`config.mk`:
```
export PLATFORM = sky130hd
export DESIGN_NAME = jpeg_header_dimension_scan
export DESIGN_NICKNAME = d
export VERILOG_FILES = /design/src/rtl/jhds_pkg.sv /design/src/rtl/jpeg_header_dimension_scan.sv
export SDC_FILE = /design/constraint.sdc
export NUM_CORES = 1
export LEC_CHECK = 0
export ABC_AREA = 1
export BUFFER_PORTS_ARGS = -buffer_cell sky130_fd_sc_hd__clkbuf_2
export CAP_MARGIN = 30
export CORE_UTILIZATION = 40
export CTS_BUF_LIST = sky130_fd_sc_hd__clkbuf_8
export CTS_CLUSTER_DIAMETER = 60
export DETAILED_ROUTE_END_ITERATION = 16
export PLACE_DENSITY = 0.62
export SYNTH_ARGS = -nofsm -noshare
export SYNTH_HDL_FRONTEND = slang
export SYNTH_SLANG_ARGS = --single-unit
```
`constraint.sdc`:
```
create_clock -name clk -period 5.9 [get_ports clk]
set_input_delay 1.18 -clock clk [delete_from_list [all_inputs] [get_ports clk]]
set_output_delay 1.18 -clock clk [all_outputs]
set_load 0.005 [all_outputs]
```
`src/rtl/jhds_pkg.sv`:
```
// jhds_pkg: marker codes and widths for the jpeg frame-header dimension scanner
// no dependencies; used by jpeg_header_dimension_scan
`timescale 1ns / 1ps
`default_nettype none

package jhds_pkg;

  localparam int LENGTH_BITS_DEF = 24;
  localparam int SEG_BITS        = 16;
  localparam int DIM_BITS        = 16;

  localparam logic [7:0] MK_FILL = 8'hFF;
  localparam logic [7:0] MK_SOI  = 8'hD8;
  localparam logic [7:0] MK_EOI  = 8'hD9;
  localparam logic [7:0] MK_SOS  = 8'hDA;

  localparam logic [SEG_BITS-1:0] OFF_HEIGHT_HI = 16'd3;
  localparam logic [SEG_BITS-1:0] OFF_HEIGHT_LO = 16'd4;
  localparam logic [SEG_BITS-1:0] OFF_WIDTH_HI  = 16'd5;
  localparam logic [SEG_BITS-1:0] OFF_WIDTH_LO  = 16'd6;
  localparam logic [SEG_BITS-1:0] SEG_MIN_LEN   = 16'd2;
  localparam logic [SEG_BITS-1:0] SOF_MIN_LEN   = 16'd7;

  // start-of-frame markers: c0-c3, c5-c7, c9-cb, cd-cf
  function automatic logic is_frame_marker(input logic [7:0] m);
    logic r;
    r = (m >= 8'hC0 && m <= 8'hC3) || (m >= 8'hC5 && m <= 8'hC7) ||
        (m >= 8'hC9 && m <= 8'hCB) || (m >= 8'hCD && m <= 8'hCF);
    return r;
  endfunction

endpackage

`default_nettype wire

```
`src/rtl/jpeg_header_dimension_scan.sv`:
```
// jpeg_header_dimension_scan: byte-serial jpeg marker walker that reports frame size
// depends on jhds_pkg
//
//  channel | ports                                              | direction
//  in      | in_valid/in_ready, data_byte, buffer_start, length | request in, one byte each
//  out     | out_valid/out_ready, found, image_width, height    | request out, at most one per buffer
//
// one byte per cycle; each byte is decoded combinationally into the state and
// result registers, so a new byte is taken every cycle while the result slot is free
// or being drained in the same cycle
// reset (rst_n low, synchronous) returns to idle with no buffer open
// a stalled result holds the input only when the result register is full
`timescale 1ns / 1ps
`default_nettype none

module jpeg_header_dimension_scan #(
  parameter int LENGTH_BITS = jhds_pkg::LENGTH_BITS_DEF
) (
  input  wire logic                      clk,
  input  wire logic                      rst_n,
  input  wire logic                      in_valid,
  output logic                           in_ready,
  input  wire logic [7:0]                in_data_byte,
  input  wire logic                      in_buffer_start,
  input  wire logic [LENGTH_BITS-1:0]    in_buffer_length,
  output logic                           out_valid,
  input  wire logic                      out_ready,
  output logic                           out_found,
  output logic [jhds_pkg::DIM_BITS-1:0]  out_image_width,
  output logic [jhds_pkg::DIM_BITS-1:0]  out_image_height
);

  localparam int LW = LENGTH_BITS;
  localparam int SB = jhds_pkg::SEG_BITS;
  localparam int DB = jhds_pkg::DIM_BITS;
  localparam int XW = LW + SB + 1;

  typedef enum logic [3:0] {
    PH_IDLE, PH_SOI1, PH_SCAN, PH_FFRUN, PH_LENHI, PH_LENLO, PH_SKIP, PH_FRAME, PH_FAIL
  } phase_t;

  phase_t          phase_r, phase_nxt;
  logic [LW-1:0]   pos_r, pos_nxt;
  logic [SB-1:0]   seg_len_r, seg_len_nxt;
  logic [SB-1:0]   seg_off_r, seg_off_nxt;
  logic            is_frame_r, is_frame_nxt;
  logic [DB-1:0]   height_r, height_nxt;
  logic [7:0]      width_hi_r, width_hi_nxt;
  logic            given_r, given_nxt;

  logic            out_valid_r;
  logic            out_found_r;
  logic [DB-1:0]   out_width_r, out_height_r;

  logic            accept;
  logic            emit, emit_found, tail;
  logic [DB-1:0]   emit_width, emit_height;
  logic [LW-1:0]   p;
  logic [7:0]      b;
  logic [SB-1:0]   seg_full;
  logic [SB-1:0]   off_inc;
  logic [LW+1:0]   p_ext, len_ext;
  logic [XW-1:0]   seg_end, len_wide;

  assign in_ready = !out_valid_r || out_ready;
  assign accept   = in_valid && in_ready;
  assign b        = in_data_byte;
  assign p        = in_buffer_start ? '0 : pos_r;
  assign p_ext    = {2'b00, p};
  assign len_ext  = {2'b00, in_buffer_length};
  assign seg_full = {seg_len_r[SB-1:8], b};
  assign off_inc  = seg_off_r + 1'b1;
  assign seg_end  = {{(SB+1){1'b0}}, p} - {{(XW-1){1'b0}}, 1'b1} + {{(LW+1){1'b0}}, seg_full};
  assign len_wide = {{(SB+1){1'b0}}, in_buffer_length};

  always_comb begin
    phase_nxt    = phase_r;
    pos_nxt      = pos_r;
    seg_len_nxt  = seg_len_r;
    seg_off_nxt  = seg_off_r;
    is_frame_nxt = is_frame_r;
    height_nxt   = height_r;
    width_hi_nxt = width_hi_r;
    given_nxt    = given_r;
    emit         = 1'b0;
    emit_found   = 1'b0;
    emit_width   = '0;
    emit_height  = '0;
    tail         = 1'b0;
    if (accept) begin
      if (in_buffer_start) begin
        given_nxt    = 1'b0;
        is_frame_nxt = 1'b0;
        seg_len_nxt  = '0;
        seg_off_nxt  = '0;
        tail         = 1'b1;
        phase_nxt    = (len_ext < (LW+2)'(4) || b != jhds_pkg::MK_FILL) ? PH_FAIL : PH_SOI1;
      end else if (!given_r) begin
        tail = 1'b1;
        case (phase_r)
          PH_SOI1: begin
            phase_nxt = (b == jhds_pkg::MK_SOI) ? PH_SCAN : PH_FAIL;
          end
          PH_SCAN: begin
            if (p_ext + (LW+2)'(3) >= len_ext) phase_nxt = PH_FAIL;
            else if (b == jhds_pkg::MK_FILL) phase_nxt = PH_FFRUN;
          end
          PH_FFRUN: begin
            if (b != jhds_pkg::MK_FILL) begin
              if (b == jhds_pkg::MK_EOI || b == jhds_pkg::MK_SOS ||
                  p_ext + (LW+2)'(2) >= len_ext) begin
                phase_nxt = PH_FAIL;
              end else begin
                is_frame_nxt = jhds_pkg::is_frame_marker(b);
                phase_nxt    = PH_LENHI;
              end
            end
          end
          PH_LENHI: begin
            seg_len_nxt = {b, 8'h00};
            phase_nxt   = PH_LENLO;
          end
          PH_LENLO: begin
            seg_len_nxt = seg_full;
            seg_off_nxt = jhds_pkg::SEG_MIN_LEN;
            if (seg_full < jhds_pkg::SEG_MIN_LEN || seg_end > len_wide) phase_nxt = PH_FAIL;
            else if (is_frame_r && seg_full >= jhds_pkg::SOF_MIN_LEN) phase_nxt = PH_FRAME;
            else if (seg_full == jhds_pkg::SEG_MIN_LEN) phase_nxt = PH_SCAN;
            else phase_nxt = PH_SKIP;
          end
          PH_SKIP: begin
            seg_off_nxt = off_inc;
            if (off_inc == seg_len_r) phase_nxt = PH_SCAN;
          end
          PH_FRAME: begin
            seg_off_nxt = off_inc;
            if (seg_off_r == jhds_pkg::OFF_HEIGHT_HI) height_nxt = {b, 8'h00};
            else if (seg_off_r == jhds_pkg::OFF_HEIGHT_LO) height_nxt = {height_r[DB-1:8], b};
            else if (seg_off_r == jhds_pkg::OFF_WIDTH_HI) width_hi_nxt = b;
            else if (seg_off_r == jhds_pkg::OFF_WIDTH_LO) begin
              if ({width_hi_r, b} != '0 && height_r != '0) begin
                tail        = 1'b0;
                emit        = 1'b1;
                emit_found  = 1'b1;
                emit_width  = {width_hi_r, b};
                emit_height = height_r;
                given_nxt   = 1'b1;
                phase_nxt   = PH_IDLE;
                pos_nxt     = p + 1'b1;
              end else begin
                phase_nxt = PH_FAIL;
              end
            end
          end
          default: begin
          end
        endcase
      end
      if (tail) begin
        pos_nxt = p + 1'b1;
        if ({1'b0, p} + (LW+1)'(1) >= {1'b0, in_buffer_length}) begin
          emit      = 1'b1;
          given_nxt = 1'b1;
          phase_nxt = PH_IDLE;
        end
      end
    end
  end

  always_ff @(posedge clk) begin
    if (!rst_n) begin
      phase_r      <= PH_IDLE;
      pos_r        <= '0;
      given_r      <= 1'b1;
      is_frame_r   <= 1'b0;
      seg_len_r    <= '0;
      seg_off_r    <= '0;
      height_r     <= '0;
      width_hi_r   <= '0;
      out_valid_r  <= 1'b0;
      out_found_r  <= 1'b0;
      out_width_r  <= '0;
      out_height_r <= '0;
    end else begin
      phase_r    <= phase_nxt;
      pos_r      <= pos_nxt;
      given_r    <= given_nxt;
      is_frame_r <= is_frame_nxt;
      seg_len_r  <= seg_len_nxt;
      seg_off_r  <= seg_off_nxt;
      height_r   <= height_nxt;
      width_hi_r <= width_hi_nxt;
      if (emit) begin
        out_valid_r  <= 1'b1;
        out_found_r  <= emit_found;
        out_width_r  <= emit_width;
        out_height_r <= emit_height;
      end else if (out_ready) out_valid_r <= 1'b0;
    end
  end

  assign out_valid        = out_valid_r;
  assign out_found        = out_found_r;
  assign out_image_width  = out_width_r;
  assign out_image_height = out_height_r;

  a_found_dims: assert property (@(posedge clk) disable iff (!rst_n)
    out_valid && out_found |-> out_image_width != '0 && out_image_height != '0)
    else $error("found result with zero dimension");

  a_fail_zero: assert property (@(posedge clk) disable iff (!rst_n)
    out_valid && !out_found |-> out_image_width == '0 && out_image_height == '0)
    else $error("failure result with nonzero dimension");

  a_emit_closes: assert property (@(posedge clk) disable iff (!rst_n)
    emit |=> given_r && phase_r == PH_IDLE)
    else $error("buffer still open after its result");

  a_open_phase: assert property (@(posedge clk) disable iff (!rst_n)
    !given_r |-> phase_r != PH_IDLE)
    else $error("open buffer in idle phase");

endmodule

`default_nettype wire

```
Word level (Yosys, flattened, before mapping) --
Index checks and enable logic that the tools add are counted. Widths: inputs -> output; s select.
Word-level totals: bits of input ports 37, word-level logic and storage cells 191, output and inout bits 35, bits in registers 120
Operators by class: $add $sub $neg 7, $lt $le $gt $ge 15, reductions and logical operators 37, bitwise gates (word level) 4, eq/ne operators 26, multiplexer cells 88
Operators with widths (count):
- $mux 16 | 23
- $mux 24 | 10
- $ge 25x24->1 | 3
- $mux 4 | 17
- $pmux 16 s2 | 2
- $add 24x2->25 const B | 2
- $eq 16x3->1 const B | 3
- $gt 41x24->1 | 1
- $eq 16x2->1 const B | 2
- $eq 8x8->1 const B | 4
- $ge 8x8->1 const B | 4
- $le 8x8->1 const B | 4
- $mux 1 | 32
- $reduce_bool 16->1 | 2
- $pmux 4 s7 | 1
- $add 25x17->26 | 1
- $add 24x1->25 const B | 1
- $sub 24x1->25 const B | 1
- $add 24x1->24 const B | 1
- $lt 24x3->1 const B | 1
- $add 16x1->16 const B | 1
- $eq 16x16->1 | 1
- $eq 4x3->1 const B | 4
- $ge 16x3->1 const B | 1
- 20 further kinds | 55

Logic depth before layout (Yosys ltp) --
Gate-level depths: netlist (run 1).
word-level depth 14, mapped depth 38, gate-level depth less buffers 37

Least setup slack after synthesis (run 1) --
No wires, ideal clock.
path kind input to register, start input in_buffer_start, end register phase_r[3], library setup time 0.132 ns, arrival 5.266 ns, path slack 0.501 ns, buffers on the path 2, stages on the path 34, required time 5.768 ns, cells stage by stage buf_6 clkbuf_1 nor2_1 inv_1 ha_1 nand3_4 nor2_2 nand2_1 xor2_1 ha_1 nand2_1 nor4_1 a21oi_1 nor2_1 nor2_4 nor3_1 xor2_1 ha_1 nand2_1 nor2_1 a211oi_1 nand2_1 nand2_1 nand2_1 nand2_1 nand2_1 a21oi_1 nand2_1 nand2_1 nand2_1 nand2_1 nand2_1 nand2_1 a21oi_1
Between the ends: cells in the longest elaborated chain, start to end 11, elaborated cells on any way between the ends 23, classes of those cells 5 x add/sub; 4 x order compare; 12 x mux; 2 x reduce/logical
Ends and longest elaborated chain:
- start, declared | line jpeg_header_dimension_scan.sv:24 | input wire logic in_buffer_start,
- $mux 24 | line jpeg_header_dimension_scan.sv:68 | assign p = in_buffer_start ? '0 : pos_r;
- $sub 24x1->25 or $add 24x2->25 (tied branches) | line jpeg_header_dimension_scan.sv:73, jpeg_header_dimension_scan.sv:111
- $add 25x17->26 or $ge 25x24->1 (tied branches) | line jpeg_header_dimension_scan.sv:73, jpeg_header_dimension_scan.sv:111
- $gt 41x24->1 or $logic_or 1x1->1 (tied branches) | line jpeg_header_dimension_scan.sv:126, jpeg_header_dimension_scan.sv:110
- $logic_or 1x1->1 or $mux 4 (tied branches) | line jpeg_header_dimension_scan.sv:126, jpeg_header_dimension_scan.sv:110
- $mux 4, on equally long branches | line jpeg_header_dimension_scan.sv:126, jpeg_header_dimension_scan.sv:109
- $pmux 4 s7 | line jpeg_header_dimension_scan.sv:100 | case (phase_r)
- $mux 4 | line jpeg_header_dimension_scan.sv:98 | end else if (!given_r) begin
- $mux 4 | line jpeg_header_dimension_scan.sv:91 | if (in_buffer_start) begin
- $mux 4 | line jpeg_header_dimension_scan.sv:161 | if ({1'b0, p} + (LW+1)'(1) >= {1'b0, in_buffer_length}) begin
- $mux 4 * | line jpeg_header_dimension_scan.sv:159 | if (tail) begin
- end signal, assigned | line jpeg_header_dimension_scan.sv:185 | phase_r <= phase_nxt;
- end, declared | line jpeg_header_dimension_scan.sv:42 | phase_t phase_r, phase_nxt;
Mark *: on every way between the ends. The rest lies on a longest branch, timed or not. The select of a mux whose other input is x is not followed. A chain may end at the register's enable or synchronous reset.

Worst setup path in the final report (run 1) --
start input in_buffer_start, end register phase_r[2]
Same word-level chain as after synthesis.

==> results.py, run 1 <==
metrics = {
    "die": {
        "start_util_pct": 40.7,
        "ios": 72,
        "coreArea_mm2": 0.0270,
        "die-area_mm2": 0.0281,
        "num_rows": 60,
        "die_y_um": 168,
        "die_w_um": 168,
    },
    "grt": {
        "antenna_found_initial": 0,
        "track_usage_pct": 27.6,
        "grt.overflow.total": 0,
        "grt_pass1_vias": 10700,
        "grt_max_degree": 41,
        "grt_pass1_wl_um": 59600,
    },
    "routing": {
        "wirelength_um": 38700,
        "drt_iter0_markers": 870,
        "drc": 0,
        "via_per_inst": 5.45,
        "avgRoutedWirePerCell_um": 18.5,
        "first_pass_iters": 7,
        "num_vias": 11400,
        "final_antenna_net_count": 0,
    },
    "placement": {
        "dp_slack_ns": 0.0799,
        "hpwl_um": 30400,
        "io_buffer_count": 71,
        "placed_area_mm2": 0.0117,
        "gp_congestion": 0.991,
    },
    "clocking": {
        "cts-htree-levels": 4,
        "cts_tree": "yes",
        "numCtsBuffers": 17,
        "post_cts_buffers": 0,
        "clock_sinks": 120,
        "clkTransAtPathRegs_ns": 0.07,
        "clk_path_buf_depth": 2,
        "clkLatencyLatePin_ns": 0.47,
        "cts-root-buf": "clkbuf_8",
    },
    "timing": {
        "hold_viol_final": 0,
        "worst_slew_pin_slew_ns": 0.910,
        "tns_ns": 0,
        "rsz0062_at_grt": "no",
        "setup_ws_ns": 0.545,
        "fmax_mhz": 187,
        "setup_violations": 0,
        "post-route-min-period_ns": 5.36,
        "fin_crit_sh_pct": 90.8,
        "finClkSkew_ns": 0.0335,
        "slew_headroom_pct": 39.1,
        "slew_viol_final": 0,
    },
    "yosys": {
        "synthArstFlopShare_pct": 0,
        "synth_seq_cells": 120,
        "ys_top_cells_by_area": "dfxtp_1 (22%), ha_1 (14%), nand2_1 (12%)",
        "synth_ff_type": "dfxtp_1",
        "netlist-cell-type-count": 50,
        "yosys_warnings": 0,
        "synth_edf_count": 0,
        "synth_area_mm2": 0.0110,
        "syn_avg_cell_area_um2": 6.59,
        "synth_top_cell_by_area": "dfxtp_1",
        "syn_inst": 1667,
        "yosysTopAreaCellShare_pct": 21.9,
        "syn_nets": 1825,
        "synth_seq_area_share_pct": 21.9,
    },
    "setup_path": {
        "crit_type": "primary input to register",
        "crit_buf_inv": 2,
        "cp-end-kind": "register",
        "cp.required_ns": 6.27,
        "slowest_stage": "ha_1",
        "cp_top_family": "simple AND/OR/NAND/NOR gates",
        "crit_top_cell": "nand2_1",
        "path_max_fanout": 6,
        "worst_path_largest_cell_delay_ns": 0.35,
        "startpoint_type": "primary input",
        "cp.arrival_ns": 5.73,
    },
    "power": {
        "vdd_drop_max_v": 0.000135,
        "power.density_mw_per_mm2": 214,
        "leakage_nw": 5.73,
        "p_total_mw": 2.61,
    },
    "status": {
        "status": "complete, no violations",
    },
    "finish": {
        "fillers": 2869,
        "num_antenna_cells": 0,
        "final_common_cell": "nand2_1",
        "mostFrequentLayoutCells": "nand2_1 (363), inv_1 (208), nor2_1 (181)",
        "drive_gt1_share_pct": 10.7,
        "nets": 1900,
        "design_area_mm2": 0.0122,
        "syn2layout_area_growth_pct": 11.0,
    },
    "flow_run": {
        "cap_violations": 0,
    },
    "hold_path": {
        "hold_path_class": "register to register",
    },
}
## through the flow
stage	util [%]	hold WS, ns	cells
after detailed placement	43.5	0.453	2064
after CTS	45.2	0.464	2096
after global routing	45.2	0.476	2096
after global placement	43.5	0.448	2063
after floorplan	-	0.449	1667
final	45.2	0.461	2096
## worst register-to-register path, delay by kind of cell, from the launching register on
kind | cells | cell delay, ns
compound gates | 9 | 1.62
flops | 1 | 0.40
xor+xnor | 1 | 0.17
fa+ha+maj | 3 | 0.89
simple gates | 17 | 1.29
buf+inv | 4 | 0.33
## cell type report
| type | instances | area, um2 | share of cell area (%) |
|---|---|---|---|
| tap | 341 | 427 | 3.50 |
| clock buffer | 18 | 248 | 2.03 |
| timing repair buffer | 97 | 551 | 4.52 |
| multi-input combinational | 1290 | 7530 | 61.8 |
| clock inverter | 14 | 210 | 1.72 |
| sequential | 120 | 2400 | 19.7 |
| inverter | 216 | 820 | 6.72 |
## repair_timing
action	in CTS	in global routing
setup endpoints to repair	0	2
hold buffers	0	0
gates resized for setup	0	1
## Yosys cell counts, types with 32 or more instances
library cell	count
nand3_1	79
ha_1	120
nand4_1	50
dfxtp_1	120
nor2_1	181
nand2_1	363
inv_1	208
xor2_1	88
o21ai_0	55
a21oi_1	151
nor3_1	40
a211oi_1	36
clkbuf_1	32
## logic make-up after synthesis
kind of cell / after synthesis / synth area share, %
AO/OA/AOI/OAI: 277 / 14.3
buffers and inverters: 257 / 9.55
adder cells (fa/ha/maj): 121 / 13.9
XOR/XNOR: 109 / 8.69
AND/OR/NAND/NOR: 783 / 31.7
flip-flops: 120 / 21.9
## where the power goes
| part | internal [mW] | switching (mW) |
|---|---|---|
| Clock | 0.485 | 0.424 |
| Combinational | 0.292 | 0.554 |
| Sequential | 0.829 | 0.0259 |
| Total | 1.61 | 1.00 |
## path summary, 6_finish.rpt
path                                    from                              end  slack, ns  depth (start not counted)
min reg2reg  out_image_width[6]$_SDFFE_PN0P_  out_image_width[6]$_SDFFE_PN0P_       0.46                          2
min          out_image_width[6]$_SDFFE_PN0P_  out_image_width[6]$_SDFFE_PN0P_       0.46                          2
max                          in_buffer_start          phase_r[2]$_SDFFE_PN0P_       0.54                         28
max reg2reg            pos_r[1]$_SDFFE_PN0P_          phase_r[2]$_SDFFE_PN0P_       1.13                         34
## registers in the layout, summed over array words and instances (netlist names)
name	cells
out_valid	1
given_r	1
height_r	16
pos_r	24
seg_off_r	16
is_frame_r	1
phase_r	4
out_found	1
out_image_width	16
width_hi_r	8
seg_len_r	16
out_image_height	16
## per-layer routing
| layer | vias up | global-route usage (%) | wire length, um |
|---|---|---|---|
| met4 | 0 | 13.0 | 1750 |
| li1 | 5672 | - | - |
| met5 | - | 0 | 0 |
| met2 | 409 | 47.7 | 18300 |
| met1 | 5247 | 33.4 | 16600 |
| met3 | 97 | 4.18 | 2080 |
(Power assumes the default switching activity.)
==> run 2, diff against run 1 <==
BUFFER_PORTS_ARGS = -buffer_cell sky130_fd_sc_hd__buf_2   (was -buffer_cell sky130_fd_sc_hd__clkbuf_2)
==> run 2 against run 1 <==
Effect of this change:
- clock skew about the same
- critical path depth increased by 4
- global-route usage increased by 0.35 points
- flip-flop and latch count unchanged
- clock-buffer cell count unchanged
- clock power decreased by 21%
- worst hold slack got worse by 0.0033 ns
- critical path type unchanged
- sequential power about the same
- core utilization decreased by 0.38 points
- non-clock buffer count decreased by 1
==> results.py, run 2 (synthesis gave the netlist of run 1 again) <==
metrics = {
    "status": {
        "status": "complete, no violations",
    },
    "setup_path": {
        "worst_path_largest_cell_delay_ns": 0.36,
        "cp-end-kind": "register",
        "crit_type": "primary input to register",
        "crit_top_cell": "nand2_1",
        "startpoint_type": "primary input",
        "cp.required_ns": 6.27,
        "slowest_stage": "ha_1",
        "reg2reg_depth": 34,
        "cp.arrival_ns": 5.76,
        "path_max_fanout": 5,
    },
    "finish": {
        "regMostFlops": "pos_r",
        "num_antenna_cells": 0,
        "drive_gt1_share_pct": 10.5,
        "final_common_cell": "nand2_1",
        "mostFrequentLayoutCells": "nand2_1 (363), inv_1 (209), nor2_1 (181)",
        "nets": 1899,
        "syn2layout_area_growth_pct": 10.1,
        "largest_reg_flops": 24,
    },
    "timing": {
        "hold_viol_final": 0,
        "slew_viol_final": 0,
        "setup_violations": 0,
        "post-route-min-period_ns": 5.39,
        "holdWs_ns": 0.457,
        "rsz0062_at_grt": "no",
        "fin_crit_sh_pct": 91.3,
        "finClkSkew_ns": 0.0334,
        "slew_headroom_pct": 39.1,
        "setup_ws_ns": 0.513,
        "fmax_mhz": 186,
        "worst_slew_pin_slew_ns": 0.910,
        "tns_ns": 0,
    },
    "routing": {
        "first_pass_iters": 5,
        "drc": 0,
        "drt_iter0_markers": 827,
        "final_antenna_net_count": 0,
        "wirelength_um": 38900,
        "via_per_inst": 5.44,
        "num_vias": 11400,
        "avgRoutedWirePerCell_um": 18.6,
    },
    "die": {
        "ios": 72,
        "start_util_pct": 40.7,
        "die_w_um": 168,
        "num_rows": 60,
        "coreArea_mm2": 0.0270,
        "die-area_mm2": 0.0281,
        "die_y_um": 168,
    },
    "power": {
        "vdd_drop_max_v": 0.000119,
        "power.density_mw_per_mm2": 201,
        "p_total_mw": 2.43,
        "leakage_nw": 5.70,
    },
    "grt": {
        "grt.overflow.total": 0,
        "grt_pass1_wl_um": 59900,
        "grt_pass1_vias": 10900,
        "antenna_found_initial": 0,
        "track_usage_pct": 27.9,
        "grt_max_degree": 56,
    },
    "clocking": {
        "cts_resized": 0,
        "cts-htree-levels": 4,
        "post_cts_buffers": 0,
        "cts-root-buf": "clkbuf_8",
        "postCtsHoldBufs": 0,
        "clk_path_buf_depth": 2,
        "cts_tree": "yes",
        "clkTransAtPathRegs_ns": 0.08,
        "clock_sinks": 120,
        "numCtsBuffers": 17,
        "clkLatencyLatePin_ns": 0.47,
    },
    "placement": {
        "io_buffer_count": 71,
        "gp_congestion": 0.995,
        "hpwl_um": 30800,
        "dp_slack_ns": 0.144,
    },
    "hold_path": {
        "hold_path_class": "register to register",
        "whs_path_depth": 2,
    },
    "flow_run": {
        "cap_violations": 0,
    },
}
==> run 2: routing by layer <==
metal | routed length, um | up-vias | GRT usage (%) | share of wire, %
met3 | 2140 | 113 | 5.22 | 5.5
met5 | 0 | - | 0 | 0
met1 | 16400 | 5228 | 32.7 | 42
li1 | - | 5679 | - | -
met4 | 2110 | 0 | 15.2 | 5.4
met2 | 18200 | 372 | 48.1 | 47
==> run 2: path summary, 6_finish.rpt <==
| check | startpoint | endpoint | slack (ns) |
|---|---|---|---|
| worst max register to register | pos_r[1]$_SDFFE_PN0P_ | phase_r[1]$_SDFFE_PN0P_ | 1.07 |
| worst min-delay path | out_image_height[3]$_SDFFE_PN0P_ | out_image_height[3]$_SDFFE_PN0P_ | 0.46 |
| worst max-delay path | in_buffer_start | phase_r[1]$_SDFFE_PN0P_ | 0.51 |
| worst min register to register | out_image_height[3]$_SDFFE_PN0P_ | out_image_height[3]$_SDFFE_PN0P_ | 0.46 |
==> run 2: worst max-delay path: cells and delay by family <==
family	cells	cell delay (ns)
buffers and inverters	2	0.36
and+or+nand+nor	21	2.28
xor gates and xnor gates	2	0.33
AOI/OAI and AO/OA	4	0.69
adders and majority gates	3	0.91
==> run 2: final cells by class <==
class / count / area [um2]
timing repair buffer: 96 / 563
clock inverter: 14 / 98.8
inverter: 216 / 820
tap: 341 / 427
sequential: 120 / 2400
fill: 2877 / 14900
multi-input combinational: 1290 / 7530
clock buffer: 18 / 248
==> run 2: per-stage QoR <==
| stage | cells | area, um2 | util, % |
|---|---|---|---|
| floorplan | 1667 | 11000 | - |
| detailed placement | 2062 | 11700 | 43.5 |
| global route | 2095 | 12100 | 44.9 |
| finish | 2095 | 12100 | 44.9 |
| global placement | 2061 | 11700 | 43.4 |
| CTS | 2094 | 12100 | 44.8 |
==> run 2: power breakdown <==
group          switching [mW]  internal [mW]  total (mW)
Combinational           0.560          0.295       0.855
Clock                   0.414          0.303       0.717
Sequential             0.0258          0.829       0.855
==> run 3, diff against run 2 <==
GPL_TIMING_DRIVEN = 0   (was default)
==> run 3 against run 2 <==
Effect of this change:
- sequential power about the same
- clock power increased by 17%
- critical path depth decreased by 3
- routed wire length increased by 2.4%
- critical endpoint is now phase_r[0]$_SDFFE_PN0P_
- fmax decreased by 5.1%
- final area increased by 4.4%
- total power increased by 10%
- combinational power increased by 15%
- critical path type unchanged
- clock-buffer cell count decreased by 1
==> results.py, run 3 (synthesis gave the netlist of run 1 again) <==
metrics = {
    "status": {
        "status": "complete, no violations",
    },
    "setup_path": {
        "path_max_fanout": 10,
        "cp.required_ns": 6.28,
        "slowest_stage": "ha_1",
        "crit_top_cell": "nand2_1",
        "startpoint_type": "primary input",
        "cp-end-kind": "register",
        "worst_path_largest_cell_delay_ns": 0.39,
        "cp.arrival_ns": 6.06,
        "crit_type": "primary input to register",
    },
    "finish": {
        "regMostFlops": "pos_r",
        "drive_gt1_share_pct": 12.4,
        "num_antenna_cells": 0,
        "mostFrequentLayoutCells": "nand2_1 (358), inv_1 (208), nor2_1 (177)",
        "instances_no_fill": 2125,
        "design_area_mm2": 0.0126,
        "fillers": 2869,
        "utilization_pct": 46.8,
        "final_common_cell": "nand2_1",
        "largest_reg_flops": 24,
        "nets": 1929,
        "syn2layout_area_growth_pct": 14.9,
    },
    "routing": {
        "via_per_inst": 5.47,
        "wirelength_um": 39800,
        "drc": 0,
        "final_antenna_net_count": 0,
        "avgRoutedWirePerCell_um": 18.7,
        "drt_iter0_markers": 885,
        "first_pass_iters": 6,
        "num_vias": 11600,
    },
    "timing": {
        "hold_viol_final": 0,
        "fin_crit_sh_pct": 96.2,
        "finClkSkew_ns": 0.0235,
        "fmax_mhz": 176,
        "setup_ws_ns": 0.225,
        "slew_viol_final": 0,
        "post-route-min-period_ns": 5.68,
        "setup_violations": 0,
        "slew_headroom_pct": 37.9,
        "worst_slew_pin_slew_ns": 0.925,
    },
    "placement": {
        "numPlacedInstances": 2078,
        "gp_congestion": 0.984,
        "hpwl_um": 32300,
        "placed_area_mm2": 0.0118,
        "dp_slack_ns": -1.62,
        "io_buffer_count": 70,
    },
    "grt": {
        "track_usage_pct": 27.9,
        "grt_max_degree": 17,
        "grt_pass1_vias": 10600,
        "grt.overflow.total": 0,
        "grt_pass1_wl_um": 59800,
        "antenna_found_initial": 0,
    },
    "hold_path": {
        "hold_path_class": "register to register",
    },
    "clocking": {
        "clk_path_buf_depth": 2,
        "cts-htree-levels": 4,
        "cts-root-buf": "clkbuf_8",
        "cts_tree": "yes",
        "postCtsHoldBufs": 0,
        "clkLatencyLatePin_ns": 0.46,
        "clock_sinks": 120,
        "clkTransAtPathRegs_ns": 0.08,
        "numCtsBuffers": 17,
    },
    "flow_run": {
        "cap_violations": 0,
    },
    "power": {
        "p_total_mw": 2.68,
        "power.density_mw_per_mm2": 212,
        "leakage_nw": 5.82,
        "vdd_drop_max_v": 0.000122,
    },
    "die": {
        "coreArea_mm2": 0.0270,
        "start_util_pct": 40.7,
        "die-area_mm2": 0.0281,
        "num_rows": 60,
        "die_w_um": 168,
        "die_y_um": 168,
        "ios": 72,
    },
}
run 3: changes by cell type in the layout (fill, tap and decap cells not counted), sizes merged:
| cell | change |
|---|---|
| bufinv | +4 |
| buf | -2 |
| clkbuf | +31 |
| inv | +1 |
| clkinvlp | +1 |
| clkinv | -5 |
run 3: report_power, final:
part | leakage [nW] | total, mW | internal (mW) | switching [mW]
registers | 0.973 | 0.852 | 0.829 | 0.0232
logic | 4.64 | 0.983 | 0.339 | 0.644
clock network | 0.216 | 0.841 | 0.462 | 0.379
total | 5.82 | 2.68 | 1.63 | 1.05
run 3: critical path, delay by kind of cell:
kind / cells / cell delay (ns)
AO/OA/AOI/OAI: 3 / 0.49
XOR/XNOR: 2 / 0.34
AND/OR/NAND/NOR: 16 / 2.36
buffers and inverters: 5 / 0.71
adder cells (fa/ha/maj): 3 / 0.96
run 3: layer usage:
| metal | wire, um | GRT usage, % |
|---|---|---|
| met2 | 19300 | 50.3 |
| met4 | 1590 | 10.5 |
| met3 | 2240 | 3.17 |
| met5 | 0 | 0 |
| met1 | 16700 | 33.9 |
run 3: timing repair:
action                                  in CTS  in global routing
hold endpoints to repair                     0                  0
setup buffers                                3                 12
pin swaps                                    4                 12
resized for setup                           22                 37
endpoints found under the setup margin       4                  4
run 3: worst paths after layout:
| check | startpoint | to | slack, ns | cells after the start |
|---|---|---|---|---|
| max | in_buffer_start | phase_r[0]$_SDFFE_PN0P_ | 0.22 | 29 |
| min | out_image_width[8]$_SDFFE_PN0P_ | out_image_width[8]$_SDFFE_PN0P_ | 0.46 | 2 |
| max reg2reg | pos_r[0]$_SDFFE_PN0P_ | phase_r[0]$_SDFFE_PN0P_ | 0.83 | 31 |
| min reg2reg | out_image_width[8]$_SDFFE_PN0P_ | out_image_width[8]$_SDFFE_PN0P_ | 0.46 | 2 |
run 3: through the flow:
step                hold WS, ns   TNS, ns
floorplan                 0.449         0
global placement          0.446     -6.23
detailed placement        0.449     -6.43
CTS                       0.461         0
global route              0.476  -0.00883
finish                    0.459         0
run 3: cell type report:
cell class                 instances  area (um2)  area share, %
buffer                            41         244           1.93
clock buffer                      17         234           1.85
clock inverter                    15         199           1.58
inverter                         216         822           6.51
multi-input combinational       1290        7830           62.0
sequential                       120        2400           19.0
tap                              341         427           3.38
timing repair buffer              85         463           3.67
